==> config.mk <==
export PLATFORM = sky130hd
export DESIGN_NAME = pax_angle_prep
export DESIGN_NICKNAME = d
export VERILOG_FILES = /design/src/hw/rtl/pax_pkg.sv /design/src/hw/rtl/pax_angle_prep.sv
export SDC_FILE = /design/constraint.sdc
export NUM_CORES = 1
export LEC_CHECK = 0
export BUFFER_PORTS_ARGS = -buffer_cell sky130_fd_sc_hd__buf_2
export CORE_MARGIN = 3
export CORE_UTILIZATION = 35
export DETAILED_ROUTE_END_ITERATION = 10
export PLACE_DENSITY = 0.59
export SLEW_MARGIN = 40
export SYNTH_ARGS = -nofsm -noshare
export SYNTH_HDL_FRONTEND = slang
export SYNTH_SLANG_ARGS = --single-unit
==> constraint.sdc <==
create_clock -name clock -period 12.8 [get_ports clock]
set_input_delay 3.84 -clock clock [delete_from_list [all_inputs] [get_ports clock]]
set_output_delay 3.84 -clock clock [all_outputs]
set_load 0.005 [all_outputs]
==> src/hw/rtl/pax_pkg.sv <==
// ----------------------------------------------------------------------------
// pax_pkg: shared types and constants of the principal axis rotation block
// Fixed point formats, the CORDIC arctangent table and the pipeline structs.
// ----------------------------------------------------------------------------
package pax_pkg;

   // vector components, Q11.12
   localparam int COMP_WIDTH    = 24;
   // number of CORDIC cells in the chain
   localparam int CORDIC_STAGES = 16;
   localparam int STAGE_W       = $clog2(CORDIC_STAGES);

   localparam int ANG_W     = 16;
   localparam int ANG_EXT_W = ANG_W + 1;
   localparam int FOLD_W    = 14;
   localparam int AXIS_W    = 2;

   // angle units: 1/64 degree
   localparam int TURN_UNITS    = 23040;
   localparam int HALF_UNITS    = 11520;
   localparam int QUARTER_UNITS = 5760;

   // radians per angle unit and CORDIC gain, Q2.30
   localparam int RAD_PER_UNIT_Q30 = 292818;
   localparam int RAD_W            = 20;
   localparam int GAIN_Q30         = 652032874;
   localparam int FRAC_BITS        = 30;

   // CORDIC datapath width and width of sin/cos going into the multipliers
   localparam int CR_W = 34;
   localparam int CS_W = 32;

   // round(atan(2^-i) * 2^30)
   localparam int ATAN_Q30 [24] = '{
      843314857, 497837829, 263043837, 133525159, 67021687, 33543516,
      16775851, 8388437, 4194283, 2097149, 1048576, 524288,
      262144, 131072, 65536, 32768, 16384, 8192,
      4096, 2048, 1024, 512, 256, 128
   };

   typedef enum logic [AXIS_W-1:0] {
      AXIS_X    = 2'd0,
      AXIS_Y    = 2'd1,
      AXIS_Z    = 2'd2,
      AXIS_NONE = 2'd3
   } pax_axis_type;

   // item data that rides along the chain next to the CORDIC vector
   typedef struct packed {
      logic signed [COMP_WIDTH-1:0] x;
      logic signed [COMP_WIDTH-1:0] y;
      logic signed [COMP_WIDTH-1:0] z;
      pax_axis_type                 axis;
      logic                         neg;
   } pax_side_type;

   // CORDIC working vector, Q2.30 (z is the residual angle)
   typedef struct packed {
      logic signed [CR_W-1:0] x;
      logic signed [CR_W-1:0] y;
      logic signed [CR_W-1:0] z;
   } pax_rot_type;

endpackage

==> src/hw/rtl/pax_angle_prep.sv <==
// ----------------------------------------------------------------------------
// pax_angle_prep: angle reduction and conversion to radians
// Three stages: reduce to one turn, fold into +/-90 degrees, scale to Q2.30.
// ----------------------------------------------------------------------------
module pax_angle_prep (
   input  logic                                   clock,
   input  logic                                   reset,
   input  logic                                   advance,
   input  logic                                   valid_in,
   input  logic signed [pax_pkg::COMP_WIDTH-1:0]  in_x,
   input  logic signed [pax_pkg::COMP_WIDTH-1:0]  in_y,
   input  logic signed [pax_pkg::COMP_WIDTH-1:0]  in_z,
   input  logic        [pax_pkg::AXIS_W-1:0]      rot_axis,
   input  logic signed [pax_pkg::ANG_W-1:0]       angle_deg,
   output logic                                   valid_out,
   output pax_pkg::pax_side_type                  side_out,
   output pax_pkg::pax_rot_type                   vec_out
);
   import pax_pkg::*;

   localparam logic signed [ANG_EXT_W-1:0] TURN_S    = ANG_EXT_W'(TURN_UNITS);
   localparam logic signed [ANG_EXT_W-1:0] NTURN_S   = ANG_EXT_W'(-TURN_UNITS);
   localparam logic signed [ANG_EXT_W-1:0] HALF_S    = ANG_EXT_W'(HALF_UNITS);
   localparam logic signed [ANG_EXT_W-1:0] QUARTER_S = ANG_EXT_W'(QUARTER_UNITS);
   localparam logic signed [ANG_EXT_W-1:0] NQUART_S  = ANG_EXT_W'(-QUARTER_UNITS);
   localparam logic signed [RAD_W-1:0]     RAD_S     = RAD_W'(RAD_PER_UNIT_Q30);
   localparam logic signed [CR_W-1:0]      GAIN_S    = CR_W'(GAIN_Q30);

   // stage a: angle in [0, 360)
   logic                           a_valid_ff;
   pax_side_type                   a_side_ff, a_side_in;
   logic signed [ANG_EXT_W-1:0]    a_ang_ff, a_ang_in;
   logic signed [ANG_EXT_W-1:0]    ang_ext, ang_rem;

   // stage b: folded angle in [-90, 90]
   logic                           b_valid_ff;
   pax_side_type                   b_side_ff, b_side_in;
   logic signed [FOLD_W-1:0]       b_ang_ff, b_ang_in;
   logic signed [ANG_EXT_W-1:0]    ang_half, ang_fold;

   // stage c: radians
   logic                           c_valid_ff;
   pax_side_type                   c_side_ff;
   pax_rot_type                    c_vec_ff, c_vec_in;
   logic signed [FOLD_W+RAD_W-1:0] rad_prod;

   always_comb begin
      ang_ext = ANG_EXT_W'(angle_deg);
      // truncating remainder, then into the positive turn
      if (ang_ext >= TURN_S) begin
         ang_rem = ang_ext - TURN_S;
      end else if (ang_ext <= NTURN_S) begin
         ang_rem = ang_ext + TURN_S;
      end else begin
         ang_rem = ang_ext;
      end
      if (ang_rem < 0) begin
         a_ang_in = ang_rem + TURN_S;
      end else begin
         a_ang_in = ang_rem;
      end
      a_side_in.x    = in_x;
      a_side_in.y    = in_y;
      a_side_in.z    = in_z;
      a_side_in.axis = pax_axis_type'(rot_axis);
      a_side_in.neg  = 1'b0;
   end

   always_comb begin
      b_side_in = a_side_ff;
      if (a_ang_ff >= HALF_S) begin
         ang_half = a_ang_ff - TURN_S;
      end else begin
         ang_half = a_ang_ff;
      end
      // fold the far half turn, sin and cos get negated at the end
      if (ang_half > QUARTER_S) begin
         ang_fold      = ang_half - HALF_S;
         b_side_in.neg = 1'b1;
      end else if (ang_half < NQUART_S) begin
         ang_fold      = ang_half + HALF_S;
         b_side_in.neg = 1'b1;
      end else begin
         ang_fold      = ang_half;
         b_side_in.neg = 1'b0;
      end
      b_ang_in = FOLD_W'(ang_fold);
   end

   always_comb begin
      rad_prod   = (FOLD_W+RAD_W)'(b_ang_ff) * (FOLD_W+RAD_W)'(RAD_S);
      c_vec_in.x = GAIN_S;
      c_vec_in.y = '0;
      c_vec_in.z = CR_W'(rad_prod);
   end

   always_ff @(posedge clock) begin
      if (reset) begin
         a_valid_ff <= 1'b0;
         b_valid_ff <= 1'b0;
         c_valid_ff <= 1'b0;
      end else if (advance) begin
         a_valid_ff <= valid_in;
         b_valid_ff <= a_valid_ff;
         c_valid_ff <= b_valid_ff;
      end
   end

   always_ff @(posedge clock) begin
      if (advance) begin
         a_side_ff <= a_side_in;
         a_ang_ff  <= a_ang_in;
         b_side_ff <= b_side_in;
         b_ang_ff  <= b_ang_in;
         c_side_ff <= b_side_ff;
         c_vec_ff  <= c_vec_in;
      end
   end

   assign valid_out = c_valid_ff;
   assign side_out  = c_side_ff;
   assign vec_out   = c_vec_ff;

endmodule

* After elaboration in Yosys (flattened, before gate mapping)
Cells that the tools add are included.
** Word-level totals
- Bits in registers :: 291
** Cells by class
- Muxes and demuxes :: 7
- Add/subtract/negate cells :: 6
- Multipliers :: 1
- Order comparisons :: 6
** Operators with widths (number)
- 17-bit two-way mux :: 4
- 14-bit by 19-bit multiplier with 33-bit output, second input constant :: 1
- 14-bit two-way mux :: 2
- 16-bit by 16-bit adder with 17-bit output, second input constant :: 1
- 17-bit by 16-bit adder with 17-bit output, second input constant :: 1
- 17-bit by 15-bit greater-or-equal comparator with 1-bit output, second input constant :: 1
- 17-bit by 14-bit greater-than comparator with 1-bit output, second input constant :: 1
- 17-bit by 1-bit < comparator with 1-bit output, second input constant :: 1
- 17-bit by 14-bit < comparator with 1-bit output, second input constant :: 1
- 16-bit by 16-bit subtractor with 17-bit output, second input constant :: 1
- 17-bit by 16-bit subtractor with 17-bit output, second input constant :: 1
- 16-bit greater-or-equal comparator, second input constant :: 1
- 16-bit <= comparator, second input constant :: 1
- 14-bit adder, second input constant :: 1
- 14-bit subtractor, second input constant :: 1
- 1-bit two-way mux :: 1

* Longest topological paths before layout
Gate-level depths: netlist (run 1).
- Depth in word-level cells :: 5
- Depth in mapped cells :: 21

* Least setup slack after synthesis (run 1)
Ideal clock, no wire load.
- Path kind :: input to register
- Start :: input angle_deg[5] (netlist bit)
- End :: register a_ang_ff[15] (data pin)
- Path slack :: 6825 ps
- Data required time :: 12648 ps
- Data arrival time :: 5824 ps
- Buffers on the path :: 0
- Stages :: 9
- Setup time :: 152 ps
- Cells stage by stage :: nor4_1 nand4_1 a21oi_1 o21ai_0 mux2i_1 nor2_1 ha_1 or4_1 a31oi_1
** Between the ends
- Cells in the longest elaborated chain, start to end :: 5
- Elaborated cells between the ends (all ways) :: 9
** RTL lines
- from (decl) :: RTL line pax_angle_prep.sv:14 : input logic signed [pax_pkg::ANG_W-1:0] angle_deg,
- 16-bit by 16-bit adder with 17-bit output or 16-bit <= comparator (tied branches) :: RTL line pax_angle_prep.sv:53, pax_angle_prep.sv:52
- 17-bit two-way mux :: RTL line pax_angle_prep.sv:52 : end else if (ang_ext <= NTURN_S) begin
- 17-bit two-way mux (*) :: RTL line pax_angle_prep.sv:50 : if (ang_ext >= TURN_S) begin
- 17-bit by 16-bit adder with 17-bit output or 17-bit by 1-bit < comparator with 1-bit output (tied branches) :: RTL line pax_angle_prep.sv:58, pax_angle_prep.sv:57
- 17-bit two-way mux (*) :: RTL line pax_angle_prep.sv:57 : if (ang_rem < 0) begin
- named net a_ang_in[15] :: RTL line pax_angle_prep.sv:32 : logic signed [ANG_EXT_W-1:0] a_ang_ff, a_ang_in;
- to (signal assigned) :: RTL line pax_angle_prep.sv:112 : a_ang_ff <= a_ang_in;
- to (decl) :: RTL line pax_angle_prep.sv:32
The timed path passes the listed nets; every way through them passes the cells marked *.
A chain may end at the register's enable or synchronous reset.

* Final worst setup path (run 1)
- Start :: register b_ang_ff[1]
- End :: register c_vec_ff (netlist bit vec_out[33]) (data pin)
** Between the ends
- Cells in the longest elaborated chain, start to end :: 1
** RTL lines
- from (decl) :: RTL line pax_angle_prep.sv:38 : logic signed [FOLD_W-1:0] b_ang_ff, b_ang_in;
- from (signal assigned) :: RTL line pax_angle_prep.sv:114 : b_ang_ff <= b_ang_in;
- 14-bit by 19-bit multiplier with 33-bit output :: RTL line pax_angle_prep.sv:91 : rad_prod = (FOLD_W+RAD_W)'(b_ang_ff) * (FOLD_W+RAD_W)'(RAD_S);
- named net rad_prod[33] :: RTL line pax_angle_prep.sv:45 : logic signed [FOLD_W+RAD_W-1:0] rad_prod;
- to (signal assigned) :: RTL line pax_angle_prep.sv:116 : c_vec_ff <= c_vec_in;
- to (decl) :: RTL line pax_angle_prep.sv:44 : pax_rot_type c_vec_ff, c_vec_in;
The timed path passes the listed nets, and every way through them passes these cells.

==> key figures, run 1 <==
Global route
  • Total GRT Usage: between 10% and 20%
  • Initial antenna violation count: 0
  • Largest net degree at the start of global routing: just under 100
  • Number of global-route vias before repair: approximately 8500
  • Total grt overflow: 0
  • First-pass GRT wire length: 45050 um

STA
  • Setup TNS: 0 ns
  • RSZ-0062 raised after global routing: false
  • Max-slew violations: 0
  • Slew @ Worst Pin: around 0.78 ns
  • Fmax: ~0.16 GHz
  • Final setup viols: 0
  • Max_slew headroom: between 40% and 50%
  • Final worst-path cycle share: between 40 and 50%
  • Hold Vio Cnt, Final: 0
  • Final Skew: ~0.017 ns
  • Fin crit period: between 6 and 7 ns

Synth
  • Dominant synthesized flop cell: edfxtp_1
  • Yosys reg bits: just under 300
  • Syn Inst Count: roughly 1000
  • Sequential share of the synthesized area: a little under three fifths
  • Number of synthesized flops with an enable pin: about 290
  • Mapped Area: 15190 um2
  • YS warnings: 0
  • Mapped Avg Cell Area: between 10 and 15 um2
  • Yosys cell types: 74
  • FFs w/ async S/R, synth: 0%

Die
  • Initial cell density of the core: between 30% and 40%
  • Std-Cell Rows: between 70 and 80
  • Die width: roughly 210 um
  • Core area: ~42000 um2
  • # IOs: 272
  • Die Ht: 214.4 um
  • Die area: between 40000 and 50000 um2

Cells and area
  • P&R area growth vs syn: 15.77%
  • # nets final: between 1500 and 2000
  • # diodes: 0
  • Layout cells sized above 1: 21.28%
  • Final Non-Filler Cells: roughly 1900
  • Fillers: slightly below 4000

Routing
  • DRC viols: 0
  • Vias after detailed routing: between 8000 and 9000
  • Initial DRC count: approximately 370
  • Number of vias per cell: approximately 4.4
  • Remaining antenna violation count after routing: 0
  • Routed WL: approximately 28000 um
  • Average routed wire per standard cell: approximately 15 um
  • Drt pass-1 iters: 4

Worst hold path
  • Worst min-delay path class: register to register
  • WHS Path Cells: 0
  • Hold Startpoint: a_side_ff[63]
  • Hold endpoint: b_side_ff[63]

Clocking
  • H-Tree Depth: 1
  • Clock sinks: between 200 and 300
  • TritonCTS Buffers: 31
  • Setup Buffers After CTS: 0
  • Longest Clk Path Bufs: 3
  • CTS Hold Bufs: 0
  • CTS tree: done
  • Skew-Pair Late Insertion Delay: around 0.58 ns
  • Worst-path clk slew: about 0.060 ns
  • CTS root buf: clkbuf_16
  • CTS resizes: 0

Placement
  • Port bufs: roughly 200
  • Placed cells: around 1800
  • GP Congestion: about 0.85
  • Hpwl dp: between 20000 and 25000 um

Setup path
  • FF-to-FF setup slack: 6.59 ns
  • Reg2Reg Launch Point: b_ang_ff[1]
  • Crit path max fanout: 7
  • Reg2reg path depth: 15
  • Crit Path Class: register to register
  • CP startpoint kind: register
  • CP Capture Type: register
  • Crit path required time: roughly 13 ns
  • Worst Path Arrival: 6.53 ns
  • Reg2reg end: vec_out[33]

Job
  • Max Cap Violations: 0

Status
  • Status: completed
## through the flow
stage | cell area, um2 | hold slack (ns) | util [%] | setup slack (ns)
6_report | 17590 | 0.4156 | 41.47 | 6.586
2_1_floorplan | 15450 | 0.4003 | - | 6.825
5_1_grt | 17590 | 0.4199 | 41.47 | 6.064
4_1_cts | 17580 | 0.4142 | 41.46 | 6.462
3_5_place_dp | 16640 | 0.4045 | 39.22 | 6.099
3_3_place_gp | 16630 | 0.4003 | 39.21 | 6.168
## synthesized netlist by cell type (4+ instances only)
library cell	instances	share of area [%]
xnor2_1	22	1.3
xor2_1	9	0.52
o21bai_1	8	0.40
nor3_1	13	0.43
edfxtp_1	288	57
nand2b_1	6	0.25
o21a_1	6	0.30
a21oi_1	32	1.1
nor2_1	36	0.89
o21ai_0	22	0.72
and2_1	4	0.16
a31oi_1	5	0.21
nor3b_1	4	0.20
buf_4	70	3.5
mux2i_1	7	0.46
nand3_1	12	0.40
inv_1	127	3.1
a211oi_1	4	0.20
ha_1	133	11
or2_2	7	0.29
nand4_1	6	0.25
o32ai_1	5	0.29
clkbuf_1	7	0.17
o22ai_1	4	0.16
o31ai_1	6	0.30
fa_1	83	11
nor2b_1	8	0.33
nand2_1	21	0.52
a21o_1	10	0.49
or4_1	4	0.20
## cells in the final DEF, fill, tap and decap left out, types with 21 or more instances in the layout
master / instances
edfxtp_1: 288
buf_2: 201
ha_1: 133
inv_1: 127
fa_1: 83
conb_1: 69
nor2_1: 36
a21oi_1: 32
clkbuf_16: 31
o21ai_0: 22
xnor2_1: 22
nand2_1: 21
## cell families after synthesis
logic type | synth area share, %
fa+ha+maj | 21.89
other cells | 0.04943
buf+inv | 6.950
xor+xnor | 1.787
simple gates | 5.369
flops | 57.31
compound gates | 6.085
mux | 0.5599
## worst max path at each step
stage / slack, ns / end / cells after the start / start
finish: 6.59 / vec_out[33] / 15 / b_ang_ff[1]
global route: 6.06 / vec_out[33] / 15 / b_ang_ff[1]
CTS: 6.46 / vec_out[33] / 15 / b_ang_ff[1]
detailed placement: 6.10 / a_ang_ff[15] / 10 / angle_deg[5]
global placement: 6.17 / a_ang_ff[15] / 10 / angle_deg[5]
floorplan: 6.82 / a_ang_ff[15] / 9 / angle_deg[5]
## flip-flops by register name, summed over array words and instances (netlist names)
| name | flops |
|---|---|
| side_out | 75 |
| a_valid_ff | 1 |
| a_side_ff | 74 |
| b_side_ff | 75 |
| b_ang_ff | 14 |
| a_ang_ff | 17 |
| valid_out | 1 |
| vec_out | 33 |
| b_valid_ff | 1 |
## area by class of cell
class / instances / area, um2 / area share [%]
multi-input combinational: 603 / 5688 / 32.34
timing repair buffer: 205 / 1047 / 5.953
inverter: 127 / 476.7 / 2.710
clock inverter: 22 / 157.7 / 0.8962
tap: 577 / 721.9 / 4.104
clock buffer: 35 / 790.8 / 4.495
sequential: 291 / 8708 / 49.51
## critical path, stage by stage, from the launching register on
cell and delay [ns]:
edfxtp_1 0.60, fa_1 0.60, fa_1 0.44, fa_1 0.54
fa_1 0.44, fa_1 0.58, fa_1 0.42, ha_1 0.38
a211oi_1 0.31, nand2_1 0.07, o21ai_0 0.40, o21ai_0 0.27
a2111oi_2 0.47, o31ai_1 0.18, o21ai_1 0.17, xnor2_1 0.08
## layer usage
layer	part of all wire [%]	wire length [um]	vias up	global-route usage [%]
li1	-	-	4030	-
met1	44	12240	3887	15.84
met2	47	12930	218	19.76
met3	5.9	1643	51	2.834
met4	3.2	875	0	4.059
met5	0	0	-	0
Power of run 1 is left out: the tool's default activity adds up to more than one toggle a clock period on the data nets, which glitch-free logic cannot reach.
==> run 2: changes to the inputs <==
- ABC_AREA: unset -> 1
- PLACE_DENSITY: 0.59 -> 0.61
- clock period: 12.8 -> 5.4 ns (I/O delays scaled with it)
==> key figures, run 2 <==
STA
  • Max-slew violations: 0
  • Final Skew: around 0.013 ns
  • Final worst-path cycle share: between 90% and 100%
  • Worst hold margin: 0.4106 ns
  • Final setup viols: 0
  • Max_slew headroom: roughly 47%
  • Hold Vio Cnt, Final: 0
  • Fin crit period: between 5 and 6 ns
  • Setup WS post-layout: 0.1649 ns
  • Fmax: approximately 0.19 GHz
  • Slew @ Worst Pin: 0.7891 ns

Clocking
  • Clock sinks: ~290
  • Longest Clk Path Bufs: 3
  • TritonCTS Buffers: 31
  • Skew-Pair Late Insertion Delay: about 0.6 ns
  • H-Tree Depth: 1
  • Worst-path clk slew: around 0.07 ns
  • CTS root buf: clkbuf_16
  • CTS tree: done

Setup path
  • CP Capture Type: register
  • Reg2reg end: vec_out[32]
  • Reg2Reg Launch Point: b_ang_ff[2]
  • Crit-path slowest cell: fa_2
  • Worst Path Arrival: 5.56 ns
  • FF-to-FF setup slack: approximately 0.16 ns
  • Worst setup path end: vec_out[32]
  • CP cell instances: fa_2 > buf_4 > fa_1 > ha_1 > fa_1 > fa_1 > inv_1 > fa_1 > inv_1 > ha_4 > nand4_1 > o211ai_1 > nand3_1 > nand2_2 > nand3_1 > o2111ai_1 > xor2_1
  • Slowest stage delay, CP: ~0.6 ns
  • Worst setup startpoint: b_ang_ff[2]
  • Crit path max fanout: 5
  • CP startpoint kind: register
  • Reg2reg path depth: 17
  • Top cell by count, worst path: fa_1
  • Crit Path Class: register to register
  • Crit path required time: around 5.7 ns

Global route
  • Number of global-route vias before repair: ~8900
  • Total GRT Usage: about an eighth
  • Initial antenna violation count: 0
  • First-pass GRT wire length: ~47000 um
  • Total grt overflow: 0
  • Largest net degree at the start of global routing: just over 100

Synth
  • Synth Area in Simple Gates: 8.288%
  • Yosys reg bits: between 200 and 300
  • Syn Inst Count: ~1100
  • Most common cell in the netlist: edfxtp_1
  • Multiplexer area fraction after synthesis: 0%
  • Synth area leaders: edfxtp_1 (57%), ha_1 (11%), fa_1 (11%), inv_1 (3.9%), buf_4 (3.4%)
  • Yosys top cell area share: between 50% and 60%
  • Synth Area in Adders: between 20% and 30%
  • Dominant synthesized flop cell: edfxtp_1
  • FFs w/ async S/R, synth: 0%
  • YS warnings: 0
  • XOR/XNOR Fraction of Synth Area: 2.233%
  • Mapped Area: between 15000 and 20000 um2
  • Sequential share of the synthesized area: 56.94%
  • Main combinational cell family by area after synthesis: adder cells
  • Commonest cells post-synth: edfxtp_1 (288), inv_1 (157), ha_1 (133)
  • Synth Area in Compound Gates: about 3.2%
  • Mapped Avg Cell Area: about 14 um2
  • Number of synthesized flops with an enable pin: about 290
  • Yosys cell types: 42
  • Yosys top cell by area: edfxtp_1

Placement
  • Port bufs: ~200
  • GP Congestion: 0.8665
  • Hpwl dp: about 23000 um
  • Setup WS pre-CTS: -0.01256 ns

Routing
  • Vias after detailed routing: between 8000 and 9000
  • Number of vias per cell: roughly 4.3
  • Routed WL: roughly 30000 um
  • Initial DRC count: between 300 and 400
  • Drt pass-1 iters: 4
  • DRC viols: 0
  • Remaining antenna violation count after routing: 0
  • Average routed wire per standard cell: between 15 and 20 um

Worst hold path
  • Worst min-delay path class: register to register

Cells and area
  • Layout Utilization: approximately 43%
  • # nets final: 1720
  • # diodes: 0
  • Commonest non-fill, non-tap cell in the layout: edfxtp_1
  • P&R area growth vs syn: 20.66%
  • Commonest non-fill, non-tap cells in the layout: edfxtp_1 (288), buf_2 (201), inv_1 (156), ha_1 (122), nand2_1 (118)
  • Fillers: 3902
  • Area of the multi-input gates: between 5000 and 6000 um2
  • Layout cells sized above 1: a little over a quarter
  • Storage element area: roughly 8700 um2

Job
  • Max Cap Violations: 0

Die
  • # IOs: between 200 and 300
  • Std-Cell Rows: 75
  • Initial cell density of the core: ~36%
  • Die width: approximately 220 um
  • Die Ht: between 200 and 250 um
  • Core area: 42510 um2
  • Die area: between 40000 and 50000 um2

Status
  • Status: completed
## run 2: cell count changes after synthesis, moves of 11 or more
cell and delta:
inv_1 +30, inv_2 +11, nand2_1 +99, nand2_2 +12
nand3_1 +26, xor2_1 +18
## run 2: logic make-up (layout without fill, tap and decap cells)
kind of cell | Yosys count | in the layout
AO/OA/AOI/OAI | 86 | 86
XOR/XNOR | 39 | 39
AND/OR/NAND/NOR | 258 | 258
adder cells (fa/ha/maj) | 216 | 216
buffers and inverters | 238 | 475
flip-flops | 291 | 291
other | 2 | 69
## run 2: repair_timing
action	in CTS	in global routing
hold buffers	0	0
buffers inserted	4	13
setup endpoints to repair	2	14
gates resized for setup	3	38
endpoints found under the hold margin	0	0
pin swaps	0	15
cloned	0	0
## run 2: final cells by class
type | instances | area share [%]
Inverter | 168 | 3.417
Clock buffer | 33 | 4.245
Sequential cell | 291 | 47.19
Multi-Input combinational cell | 668 | 32.02
Clock inverter | 24 | 1.593
Tap cell | 577 | 3.912
Timing Repair Buffer | 250 | 7.621
## run 2: worst min path at each step
stage	endpoint	start	slack, ns	depth (start not counted)
2_1_floorplan	b_side_ff[10]	a_side_ff[10]	0.40	0
3_3_place_gp	b_side_ff[7]	a_side_ff[7]	0.40	0
3_5_place_dp	b_side_ff[11]	a_side_ff[11]	0.40	0
4_1_cts	b_side_ff[10]	a_side_ff[10]	0.41	0
5_1_grt	side_out[35]	b_side_ff[35]	0.42	0
6_report	b_side_ff[10]	a_side_ff[10]	0.41	0
## run 2: metal layers
| metal | up-vias | track usage, % | wire length [um] |
|---|---|---|---|
| li1 | 4261 | - | - |
| met1 | 4155 | 15.66 | 12500 |
| met2 | 190 | 22.16 | 15300 |
| met3 | 51 | 2.669 | 1553 |
| met4 | 0 | 3.900 | 888 |
| met5 | - | 0 | 0 |
## run 2: stage by stage
step                      setup TNS [ns]  cell area (um2)  instances
after floorplan                        0            15540       1197
after global placement                 0            17020       1937
after detailed placement        -0.01256            17020       1937
after CTS                              0            18140       1998
after global routing            -0.02500            18450       2011
final                                  0            18450       2011
## run 2: critical path, delay by kind of cell (launching register included)
kind / cells / cell delay (ns)
adders and majority gates: 7 / 3.12
buffers and inverters: 3 / 0.24
xor gates and xnor gates: 1 / 0.10
AOI/OAI and AO/OA: 2 / 0.54
DFF: 1 / 0.46
and+or+nand+nor: 4 / 0.52
Power of run 2 is left out for the same reason.
